### src/hw/rtl/bdq_pkg.sv
`default_nettype none

package bdq_pkg;

   localparam int KIND_W = 3;
   localparam int BYTE_W = 8;
   localparam int FILL_W = 7;

   // request kinds; codes 6 and 7 are unknown and answered with a failing result
   typedef enum logic [KIND_W-1:0] {
      REQ_PUSH_FRONT = 3'd0,
      REQ_PUSH_BACK  = 3'd1,
      REQ_POP_FRONT  = 3'd2,
      REQ_POP_BACK   = 3'd3,
      REQ_CLEAR      = 3'd4,
      REQ_DUMP       = 3'd5
   } req_kind_type;

   // controller to datapath
   typedef struct packed {
      logic latch;   // request transaction taken, capture it and start the store read
      logic fire;    // execute and load one result into the output register
   } cmd_type;

   // datapath to controller
   typedef struct packed {
      logic slot_free;   // output register can take a result this cycle
      logic run_last;    // result being formed is the last of its request
   } status_type;

endpackage

`default_nettype wire

### src/hw/rtl/bdq_ram.sv
`default_nettype none

module bdq_ram #(
   parameter int WIDTH = 8,
   parameter int DEPTH = 64,
   localparam int ADDR_W = $clog2(DEPTH)
) (
   input  wire logic              clock,
   input  wire logic              wr_en,
   input  wire logic [ADDR_W-1:0] wr_addr,
   input  wire logic [WIDTH-1:0]  wr_data,
   input  wire logic              rd_en,
   input  wire logic [ADDR_W-1:0] rd_addr,
   output logic      [WIDTH-1:0]  rd_data
);

   logic [WIDTH-1:0] mem_ff [DEPTH];
   logic [WIDTH-1:0] rd_data_ff;

   always_ff @(posedge clock) begin
      if (wr_en) begin
         mem_ff[wr_addr] <= wr_data;
      end
      if (rd_en) begin
         rd_data_ff <= mem_ff[rd_addr];
      end
   end

   assign rd_data = rd_data_ff;

endmodule

`default_nettype wire

### src/hw/rtl/bdq_ctrl.sv
`default_nettype none

module bdq_ctrl (
   input  wire logic                clock,
   input  wire logic                reset,
   input  wire logic                req_tvalid,
   output logic                     req_tready,
   input  wire bdq_pkg::status_type status,
   output bdq_pkg::cmd_type         cmd
);

   import bdq_pkg::*;

   typedef enum logic [1:0] {
      S_IDLE = 2'b01,
      S_EXEC = 2'b10
   } state_type;

   state_type state_ff;
   state_type state_in;

   assign req_tready = (state_ff == S_IDLE);
   assign cmd.latch  = (state_ff == S_IDLE) && req_tvalid;
   assign cmd.fire   = (state_ff == S_EXEC) && status.slot_free;

   always_comb begin
      state_in = state_ff;
      unique case (state_ff)
         S_IDLE: begin
            if (req_tvalid) state_in = S_EXEC;
         end
         S_EXEC: begin
            if (status.slot_free && status.run_last) state_in = S_IDLE;
         end
         default: state_in = S_IDLE;
      endcase
   end

   always_ff @(posedge clock) begin
      if (reset) begin
         state_ff <= S_IDLE;
      end else begin
         state_ff <= state_in;
      end
   end

endmodule

`default_nettype wire

### src/hw/rtl/bdq_dpath.sv
`default_nettype none

module bdq_dpath #(
   parameter int DEPTH = 64
) (
   input  wire logic                        clock,
   input  wire logic                        reset,
   input  wire logic [bdq_pkg::KIND_W-1:0]  req_kind,
   input  wire logic [bdq_pkg::BYTE_W-1:0]  req_byte,
   input  wire bdq_pkg::cmd_type            cmd,
   output bdq_pkg::status_type              status,
   input  wire logic                        rsp_ready,
   output logic                             rsp_valid,
   output logic                             rsp_ok,
   output logic      [bdq_pkg::BYTE_W-1:0]  rsp_byte,
   output logic      [bdq_pkg::FILL_W-1:0]  rsp_fill,
   output logic                             rsp_empty,
   output logic                             rsp_last
);

   import bdq_pkg::*;

   localparam int AW = $clog2(DEPTH);
   localparam int CW = $clog2(DEPTH + 1);

   // ring position: base + offset, both below DEPTH, so one subtract wraps it
   function automatic logic [AW-1:0] ring_pos(input logic [AW-1:0] base,
                                              input logic [AW-1:0] off);
      logic [AW:0] sum;
      sum = {1'b0, base} + {1'b0, off};
      if (sum >= (AW+1)'(DEPTH)) sum = sum - (AW+1)'(DEPTH);
      return sum[AW-1:0];
   endfunction

   req_kind_type      kind_ff;
   logic [BYTE_W-1:0] byte_ff;
   logic [CW-1:0]     idx_ff;
   logic [CW-1:0]     idx_in;
   logic [AW-1:0]     head_ff;
   logic [AW-1:0]     head_in;
   logic [CW-1:0]     count_ff;
   logic [CW-1:0]     count_in;

   logic              rsp_valid_ff;
   logic              rsp_valid_in;
   logic              rsp_ok_ff;
   logic [BYTE_W-1:0] rsp_byte_ff;
   logic [FILL_W-1:0] rsp_fill_ff;
   logic              rsp_empty_ff;
   logic              rsp_last_ff;

   logic              res_ok;
   logic [BYTE_W-1:0] res_byte;
   logic              res_last;
   logic [AW-1:0]     res_head;
   logic [CW-1:0]     res_count;
   logic              wr_en;
   logic [AW-1:0]     wr_addr;

   logic              rd_en;
   logic [AW-1:0]     rd_addr;
   logic [BYTE_W-1:0] rd_data;

   logic              full;
   logic              empty;
   logic [CW-1:0]     idx_next;

   assign full     = (count_ff == CW'(DEPTH));
   assign empty    = (count_ff == '0);
   assign idx_next = idx_ff + CW'(1);

   // store read: at request capture for the front/back element, during a dump the next one
   always_comb begin
      rd_addr = head_ff;
      if (cmd.latch) begin
         if (req_kind == REQ_POP_BACK) rd_addr = ring_pos(head_ff, AW'(count_ff - CW'(1)));
      end else begin
         rd_addr = ring_pos(head_ff, AW'(idx_next));
      end
   end
   assign rd_en = cmd.latch | cmd.fire;

   always_comb begin
      res_ok    = 1'b0;
      res_byte  = '0;
      res_last  = 1'b1;
      res_head  = head_ff;
      res_count = count_ff;
      wr_en     = 1'b0;
      wr_addr   = head_ff;
      unique case (kind_ff)
         REQ_PUSH_FRONT: begin
            if (!full) begin
               res_ok    = 1'b1;
               res_head  = ring_pos(head_ff, AW'(DEPTH - 1));
               res_count = count_ff + CW'(1);
               wr_en     = 1'b1;
               wr_addr   = ring_pos(head_ff, AW'(DEPTH - 1));
            end
         end
         REQ_PUSH_BACK: begin
            if (!full) begin
               res_ok    = 1'b1;
               res_count = count_ff + CW'(1);
               wr_en     = 1'b1;
               wr_addr   = ring_pos(head_ff, AW'(count_ff));
            end
         end
         REQ_POP_FRONT: begin
            if (!empty) begin
               res_ok    = 1'b1;
               res_byte  = rd_data;
               res_head  = ring_pos(head_ff, AW'(1));
               res_count = count_ff - CW'(1);
            end
         end
         REQ_POP_BACK: begin
            if (!empty) begin
               res_ok    = 1'b1;
               res_byte  = rd_data;
               res_count = count_ff - CW'(1);
            end
         end
         REQ_CLEAR: begin
            res_ok    = 1'b1;
            res_head  = '0;
            res_count = '0;
         end
         REQ_DUMP: begin
            if (!empty) begin
               res_ok   = 1'b1;
               res_byte = rd_data;
               res_last = (idx_next == count_ff);
            end
         end
         default: begin
            res_ok = 1'b0;
         end
      endcase
   end

   assign status.slot_free = !rsp_valid_ff || rsp_ready;
   assign status.run_last  = res_last;

   always_comb begin
      head_in      = head_ff;
      count_in     = count_ff;
      idx_in       = idx_ff;
      rsp_valid_in = rsp_valid_ff;
      if (rsp_ready) rsp_valid_in = 1'b0;
      if (cmd.latch) idx_in = '0;
      if (cmd.fire) begin
         head_in      = res_head;
         count_in     = res_count;
         idx_in       = idx_next;
         rsp_valid_in = 1'b1;
      end
   end

   always_ff @(posedge clock) begin
      if (reset) begin
         head_ff      <= '0;
         count_ff     <= '0;
         rsp_valid_ff <= 1'b0;
      end else begin
         head_ff      <= head_in;
         count_ff     <= count_in;
         rsp_valid_ff <= rsp_valid_in;
      end
   end

   always_ff @(posedge clock) begin
      idx_ff <= idx_in;
      if (cmd.latch) begin
         kind_ff <= req_kind_type'(req_kind);
         byte_ff <= req_byte;
      end
      if (cmd.fire) begin
         rsp_ok_ff    <= res_ok;
         rsp_byte_ff  <= res_byte;
         rsp_fill_ff  <= FILL_W'(res_count);
         rsp_empty_ff <= (res_count == '0);
         rsp_last_ff  <= res_last;
      end
   end

   bdq_ram #(
      .WIDTH (BYTE_W),
      .DEPTH (DEPTH)
   ) u_ring (
      .clock   (clock),
      .wr_en   (cmd.fire && wr_en),
      .wr_addr (wr_addr),
      .wr_data (byte_ff),
      .rd_en   (rd_en),
      .rd_addr (rd_addr),
      .rd_data (rd_data)
   );

   assign rsp_valid = rsp_valid_ff;
   assign rsp_ok    = rsp_ok_ff;
   assign rsp_byte  = rsp_byte_ff;
   assign rsp_fill  = rsp_fill_ff;
   assign rsp_empty = rsp_empty_ff;
   assign rsp_last  = rsp_last_ff;

endmodule

`default_nettype wire

### src/hw/rtl/byte_deque_ring.sv
// Bounded double-ended byte queue of DEPTH entries (2..64) held in a ring store
// addressed by a head pointer and an element count. A request transaction carries
// its kind in req_tuser (push front, push back, pop front, pop back, clear, dump)
// and the byte to push in req_tdata. Every request gives one response transaction,
// a dump of a non-empty queue gives one per stored byte, front to back, with tlast
// on the final one; an empty dump, a pop of an empty queue, a push onto a full queue
// and an unknown kind give ok = 0 and leave the queue as it was. fill_count and
// is_empty report the state after the request. A request is captured, then executed
// against the registered read of the single ring store, once per stored byte for a
// dump; an execute waits while the response register is full. req_tready is low from
// capture until the final response is loaded and comes back the cycle after. The
// response sits in an output register, so a new request is taken while the previous
// response waits. Ring store contents are not cleared at reset; no clearing pass is needed.

`default_nettype none

module byte_deque_ring #(
   parameter int DEPTH = 64
) (
   input  wire logic        clock,
   input  wire logic        reset,
   // request channel
   input  wire logic        req_tvalid,
   output logic             req_tready,
   input  wire logic [7:0]  req_tdata,   // [7:0] item_byte
   input  wire logic [2:0]  req_tuser,   // [2:0] req_type
   // response channel
   output logic             rsp_tvalid,
   input  wire logic        rsp_tready,
   output logic      [23:0] rsp_tdata,   // [0] ok, [8:1] out_byte, [15:9] fill_count,
                                         // [16] is_empty, [23:17] zero
   output logic             rsp_tlast    // last_of_run
);

   import bdq_pkg::*;

   cmd_type           cmd;
   status_type        status;

   logic              rsp_ok;
   logic [BYTE_W-1:0] rsp_byte;
   logic [FILL_W-1:0] rsp_fill;
   logic              rsp_empty;

   // sequencer: idle / execute, owns the request handshake
   bdq_ctrl u_ctrl (
      .clock      (clock),
      .reset      (reset),
      .req_tvalid (req_tvalid),
      .req_tready (req_tready),
      .status     (status),
      .cmd        (cmd)
   );

   // head/count, ring store and the response register
   bdq_dpath #(
      .DEPTH (DEPTH)
   ) u_dpath (
      .clock     (clock),
      .reset     (reset),
      .req_kind  (req_tuser),
      .req_byte  (req_tdata),
      .cmd       (cmd),
      .status    (status),
      .rsp_ready (rsp_tready),
      .rsp_valid (rsp_tvalid),
      .rsp_ok    (rsp_ok),
      .rsp_byte  (rsp_byte),
      .rsp_fill  (rsp_fill),
      .rsp_empty (rsp_empty),
      .rsp_last  (rsp_tlast)
   );

   assign rsp_tdata = {7'd0, rsp_empty, rsp_fill, rsp_byte, rsp_ok};

endmodule

`default_nettype wire
### config.mk
export PLATFORM = sky130hd
export DESIGN_NAME = byte_deque_ring
export DESIGN_NICKNAME = d
export VERILOG_FILES = /design/src/hw/rtl/bdq_pkg.sv /design/src/hw/rtl/bdq_ram.sv /design/src/hw/rtl/bdq_ctrl.sv /design/src/hw/rtl/bdq_dpath.sv /design/src/hw/rtl/byte_deque_ring.sv
export SDC_FILE = /design/constraint.sdc
export NUM_CORES = 1
export LEC_CHECK = 0
export BUFFER_PORTS_ARGS = -buffer_cell sky130_fd_sc_hd__buf_2
export CORE_MARGIN = 1
export CORE_UTILIZATION = 55
export CTS_BUF_LIST = sky130_fd_sc_hd__clkbuf_4 sky130_fd_sc_hd__clkbuf_8
export DETAILED_ROUTE_END_ITERATION = 10
export PLACE_DENSITY = 0.71
export SETUP_SLACK_MARGIN = 0.4
export SLEW_MARGIN = 20
export SYNTH_ARGS = -nofsm -noshare
export SYNTH_HDL_FRONTEND = slang
export SYNTH_SLANG_ARGS = --single-unit
### constraint.sdc
create_clock -name clock -period 4.5 [get_ports clock]
set_input_delay 0.9 -clock clock [delete_from_list [all_inputs] [get_ports clock]]
set_output_delay 0.9 -clock clock [all_outputs]
set_load 0.01 [all_outputs]
Yosys cells after proc, flatten, opt, wreduce, memory -nomap -nowiden
Memory sizes are Yosys's and may differ from the RTL's. A register that Yosys moved wholly into a read port is not among the register bits.
Cells that the tools add are included.
- add/subtract/negate cells: 13
- magnitude comparators: 5
- equal/unequal tests: 13
- mux-type cells: 30
- bitwise operators: 2
- reductions and logical operators: 18
- operators by type and width (kind ; count):
    two-way mux 6 bit ; 10
    greater-or-equal comparator 7 bit, second input constant ; 5
    subtractor 6 x 1 -> 6 bit, second input constant ; 5
    two-way mux 7 bit ; 4
    adder 6 x 6 -> 7 bit ; 3
    case mux 7 bit (3 select lines) ; 1
    case mux 6 bit (3 select lines) ; 1
    adder 7 x 1 -> 7 bit, second input constant ; 2
    zero test 7 bit ; 2
    case mux 6 bit (2 select lines) ; 1
    equality test 3 x 2 -> 1 bit, second input constant ; 3
    two-way mux 1 bit ; 9
    adder 6 x 1 -> 7 bit, second input constant ; 1
    adder 6 x 6 -> 7 bit, second input constant ; 1
    equality test 7 bit ; 1
    equality test 7 bit, second input constant ; 1
    subtractor 7 x 1 -> 7 bit, second input constant ; 1
    equality test 3 bit, second input constant ; 2
    inequality test 2 bit, second input constant ; 3
    OR reduction 2 bit ; 3
    logical AND 1 bit ; 4
    two-way mux 2 bit ; 2
    case mux 2 bit (2 select lines) ; 1
    nonzero test 2 bit ; 2
    13 further kinds ; 13
- flip-flop bits (word level): 52
- memory bits (writable): 512
- input bits: 15
- output and inout port bits: 27
- memories: 1
- memories (name ; depth ; width ; read ports ; clocked after Yosys merged registers in ; wr ports ; line ; RTL):
    u_dpath.u_ring.mem_ff ; 64 ; 8 ; 1 ; 1 ; 1 ; bdq_ram.sv:17 ; logic [WIDTH-1:0] mem_ff [DEPTH];

Logic depth before layout (Yosys ltp)
- depth in word-level cells: 7
- gate-level depth with buffers: 15
- mapped depth without buffers: 12

Cells and area by module
Synthesis repeated with hierarchy kept, for this count alone.
- cells, all modules: 1333
- area, all modules: 23871.6 µm²
- by module, submodules not included (module ; instances ; cells each ; area each (µm²) ; seq. area each (µm²)):
    bdq_ram ; 1 ; 940 ; 20246.9 ; 15615.0
    bdq_dpath ; 1 ; 372 ; 3458.3 ; 1361.3
    bdq_ctrl ; 1 ; 11 ; 95.1 ; 40.0
    byte_deque_ring ; 1 ; 10 ; 71.3 ; 0.0

Worst setup path before layout
OpenSTA, ideal clock, no wires.
- path type: register to register
- from: reg u_dpath.count_ff[0]
- to: mem u_dpath.u_ring.mem_ff[16][0], enable pin
- arrival: 3083 ps
- setup slack: 1034 ps
- cell stages (with the launch flop): 12
- buffers on the path: 2
- period minus slack after synthesis: 3466 ps
- cells stage by stage: dfxtp_1 -> clkbuf_1 -> inv_1 -> ha_1 -> nor3b_4 -> a31oi_2 -> nor3b_4 -> nor3b_1 -> a221oi_2 -> o211ai_2 -> clkbuf_1 -> nor3_1
- longest elaborated chain between the ends: 6
- elaborated cells between the ends (all ways): 13
- classes of those cells: 2 x add/sub; 1 x order compare; 1 x eq/ne; 8 x mux; 1 x reduce/logical
- RTL lines (item ; line ; RTL):
    start, declared ; bdq_dpath.sv:41 ; logic [CW-1:0] count_ff;
    start signal, assigned ; bdq_dpath.sv:167 ; count_ff <= count_in;
    parallel branches: the longest is 6 deep, another holds adder 6 x 6 -> 7 bit ; -- ;
    end, declared ; bdq_ram.sv:17 ;
Parallel ways; which one is timed is not known.

Worst setup path in the final report
- from: reg u_dpath.count_ff[1]
- to: reg u_dpath.u_ring.rd_data_ff[7] (netlist: u_dpath.u_ring.rd_data[7]) (read register of u_dpath.u_ring.mem_ff) (data pin)
- longest elaborated chain between the ends: 6
- elaborated cells between the ends (all ways): 7
- classes of those cells: 3 x add/sub; 1 x order compare; 3 x mux
- RTL lines (item ; line ; RTL):
    subtractor 7 x 1 -> 7 bit (*) ; bdq_dpath.sv:76 ; if (req_kind == REQ_POP_BACK) rd_addr = ring_pos(head_ff, AW'(count_ff - CW'(1)));
    adder 6 x 6 -> 7 bit (*) ; bdq_dpath.sv:30 ; sum = {1'b0, base} + {1'b0, off};
    subtractor 6 x 1 -> 6 bit / greater-or-equal comparator 7 bit (equally long branches) ; bdq_dpath.sv:31 ; if (sum >= (AW+1)'(DEPTH)) sum = sum - (AW+1)'(DEPTH);
    two-way mux 6 bit (*) ; bdq_dpath.sv:31 ;
    two-way mux 6 bit (*) ; bdq_dpath.sv:76 ;
    two-way mux 6 bit (*) ; bdq_dpath.sv:75 ; if (cmd.latch) begin
    end, declared ; bdq_ram.sv:18 ; logic [WIDTH-1:0] rd_data_ff;
Mark *: on every way between the ends. The rest lies on a longest branch, timed or not.
A chain may end at the register's enable or synchronous reset.

==> results.json <==
{
  "ir_drop_mv": 0.2384,
  "io_buffers": 34,
  "place_hpwl_um": 38050,
  "netlist_top_cells_area": "edfxtp_1, nand2_1, a21oi_1",
  "hold_violations": 0,
  "place.gp.congestion": 0.9118,
  "final_max_slew_viol_count": 0,
  "rsz0062_at_grt": "true",
  "antenna_found_initial": 0,
  "yosysWarnings": 0,
  "clk_path_buf_depth": 3,
  "wl_per_cell_um": 24.23,
  "synth.top_cells.by_count": "edfxtp_1, nand2_1, a21oi_1, a221oi_1",
  "setup_tns_ns": 0,
  "period_share_pct": 88.19,
  "worst-slew-pin-transition_ns": 1.151,
  "synth.avg_cell_area_um2": 13.63,
  "first_pass_iters": 5,
  "ant_nets": 0,
  "maxCapViolCount": 0,
  "grt_max_degree": 129,
  "synth.most_common_cell": "edfxtp_1",
  "clkTransAtPathRegs_ns": 0.06,
  "ys.flop_type": "edfxtp_1",
  "setup_viol_count_final": 0,
  "timing.final.ws_setup_ns": 0.5317,
  "synthCells": 1786,
  "grt_pass1_vias": 15430,
  "area_growth_pct": 13.34,
  "grt_usage_pct": 28.03,
  "required_ns": 5.01,
  "yosysUniqueCellTypes": 75,
  "nets": 1954,
  "die_area_mm2": 0.04510,
  "drive_above_1_share_pct": 18.03,
  "grt-ovfl-total": 0,
  "place_ws_ns": 0.2704,
  "cts_buffers": 90,
  "max_slew_margin_pct": 23.30,
  "seq_area_frac_synth_pct": 69.91,
  "grt_pass1_wl_um": 93180,
  "arrival_ns": 4.48,
  "hp-class": "in2reg",
  "clock_tree.root_cell": "clkbuf_8",
  "start_util_pct": 56.13,
  "fmax_mhz": 252.0,
  "min_period_ns": 3.968,
  "synth_top_area_cell": "edfxtp_1",
  "ys_ff_latch": 572,
  "n_antenna_cell": 0,
  "fin_skew_ns": 0.04281,
  "crit_path_start_kind": "flip-flop",
  "core_region_area_mm2": 0.04336,
  "drt_wl_total_um": 62000,
  "detail_route.iter0.violations": 1891,
  "status": "finished clean",
  "num_vias": 16110,
  "worstSetupEndpointType": "flip-flop",
  "syn_area_mm2": 0.02434,
  "p_per_area_mw_per_mm2": 423.0,
  "synth_async_sr_flop_share_pct": 0,
  "die_y_um": 212.4,
  "critical_path_class": "reg2reg",
  "p_leak_uw": 0.009436,
  "synth_top_area_share_pct": 68.60,
  "insertion_delay_ns": 0.68,
  "rows": 76,
  "clkSinkCount": 572,
  "cts_tree": "done",
  "htreeDepth": 3,
  "crit_fanout": 37,
  "fp.dieW_um": 212.4,
  "via_per_inst": 6.296,
  "drc": 0,
  "synth_enable_flop_cells": 556,
  "io_pins": 42
}
-- layer usage --
| metal | share of wire [%] | wire, um | vias up | track usage, % |
|---|---|---|---|---|
| met2 | 46 | 28620 | 848 | 42.75 |
| li1 | - | - | 7161 | - |
| met5 | 0 | 0 | - | 0 |
| met4 | 3.4 | 2130 | 0 | 10.87 |
| met3 | 9.6 | 5947 | 147 | 6.913 |
| met1 | 41 | 25300 | 7955 | 38.91 |
-- path summary, 6_finish.rpt --
kind	start	endpoint	slack [ns]	cells after the start
setup / recovery	u_dpath.count_ff[1]$_SDFFE_PP0P_	u_dpath.u_ring.rd_data[7]$_DFFE_PP_	0.53	13
hold / removal	req_tdata[6]	u_dpath.byte_ff[6]$_DFFE_PP_	0.39	1
setup reg to reg	u_dpath.count_ff[1]$_SDFFE_PP0P_	u_dpath.u_ring.rd_data[7]$_DFFE_PP_	0.53	13
hold reg to reg	u_dpath.count_ff[1]$_SDFFE_PP0P_	u_dpath.count_ff[1]$_SDFFE_PP0P_	0.55	2
-- worst max-delay path, cell delays in order, from the launching register on --
cell and delay, ns:
dfxtp_2 0.43, inv_1 0.14, ha_1 0.32, inv_1 0.08, fa_1 0.50, a21oi_1 0.08, a22oi_2 0.34, buf_12 0.28
buf_4 0.26, a21oi_1 0.08, a32oi_1 0.30, a211oi_1 0.21, or4_1 0.58, o32ai_1 0.15
-- state kept, by name, summed over array words and instances, names as in the netlist --
name / count
u_dpath.count_ff: 7
u_dpath.kind_ff: 3
u_dpath.rsp_ok: 1
u_dpath.rsp_byte: 8
u_dpath.rsp_valid: 1
u_dpath.u_ring.rd_data: 8
u_dpath.head_ff: 6
u_ctrl.state_ff: 2
u_dpath.byte_ff: 8
u_dpath.idx_ff: 7
u_dpath.rsp_empty: 1
u_dpath.rsp_last: 1
u_dpath.rsp_fill: 7
u_dpath.u_ring.mem_ff: 512
-- layout by cell type, fill, tap and decap left out, types with 40 or more instances in the layout --
cell type / instances
a21oi_1: 155
a32oi_1: 64
a221oi_1: 65
buf_4: 122
nor3_1: 40
edfxtp_1: 556
mux2i_1: 66
clkbuf_8: 91
a211oi_1: 57
nand2_1: 300
nor2_1: 43
-- power by group --
group	total [uW]	internal [uW]	leakage, uW	switching, uW
clock	4290	2300	0.000909	1990
combinational	1440	462	0.00336	981
sequential	5940	5900	0.00516	38.2
-- stage by stage --
step                hold slack [ns]  instances  area, um^2  util, %  total power (uW)
detailed placement           0.5279       2403       25680    59.22              7423
global placement             0.5140       2403       25650    59.16              7395
CTS                          0.3427       2555       27450    63.31             11680
global route                 0.3495       2559       27590    63.62             12030
floorplan                    0.4967       1792       24360        -              6945
finish                       0.3931       2559       27590    63.62             11670
-- logic make-up (layout without fill, tap and decap cells) --
kind of cell | Yosys count | in the layout | share of synthesized area [%]
flops | 572 | 572 | 69.91
simple gates | 489 | 489 | 8.955
compound gates | 446 | 446 | 12.90
buf+inv | 163 | 345 | 3.295
mux | 66 | 66 | 2.714
xor+xnor | 26 | 26 | 0.9356
fa+ha+maj | 23 | 23 | 1.275
other cells | 1 | 7 | 0.01541
-- cell type report --
cell class | instances | area [um^2]
Clock buffer | 121 | 1478
Clock inverter | 29 | 244.0
Fill cell | 3233 | 15780
Inverter | 28 | 107.6
Multi-Input combinational cell | 1057 | 6701
Sequential cell | 572 | 17020
Tap cell | 585 | 732.0
Timing Repair Buffer | 167 | 1305
-- repair_timing --
| item | in CTS | in global routing |
|---|---|---|
| buffers inserted | 1 | 3 |
| hold buffers | 0 | 0 |
| endpoints found under the setup margin | 28 | 56 |
| hold endpoints to repair | 0 | 0 |
| cloned | 1 | 0 |
| gates resized for setup | 4 | 12 |
| pin swaps | 1 | 0 |
Note: power is estimated with default switching activity, not from simulation.
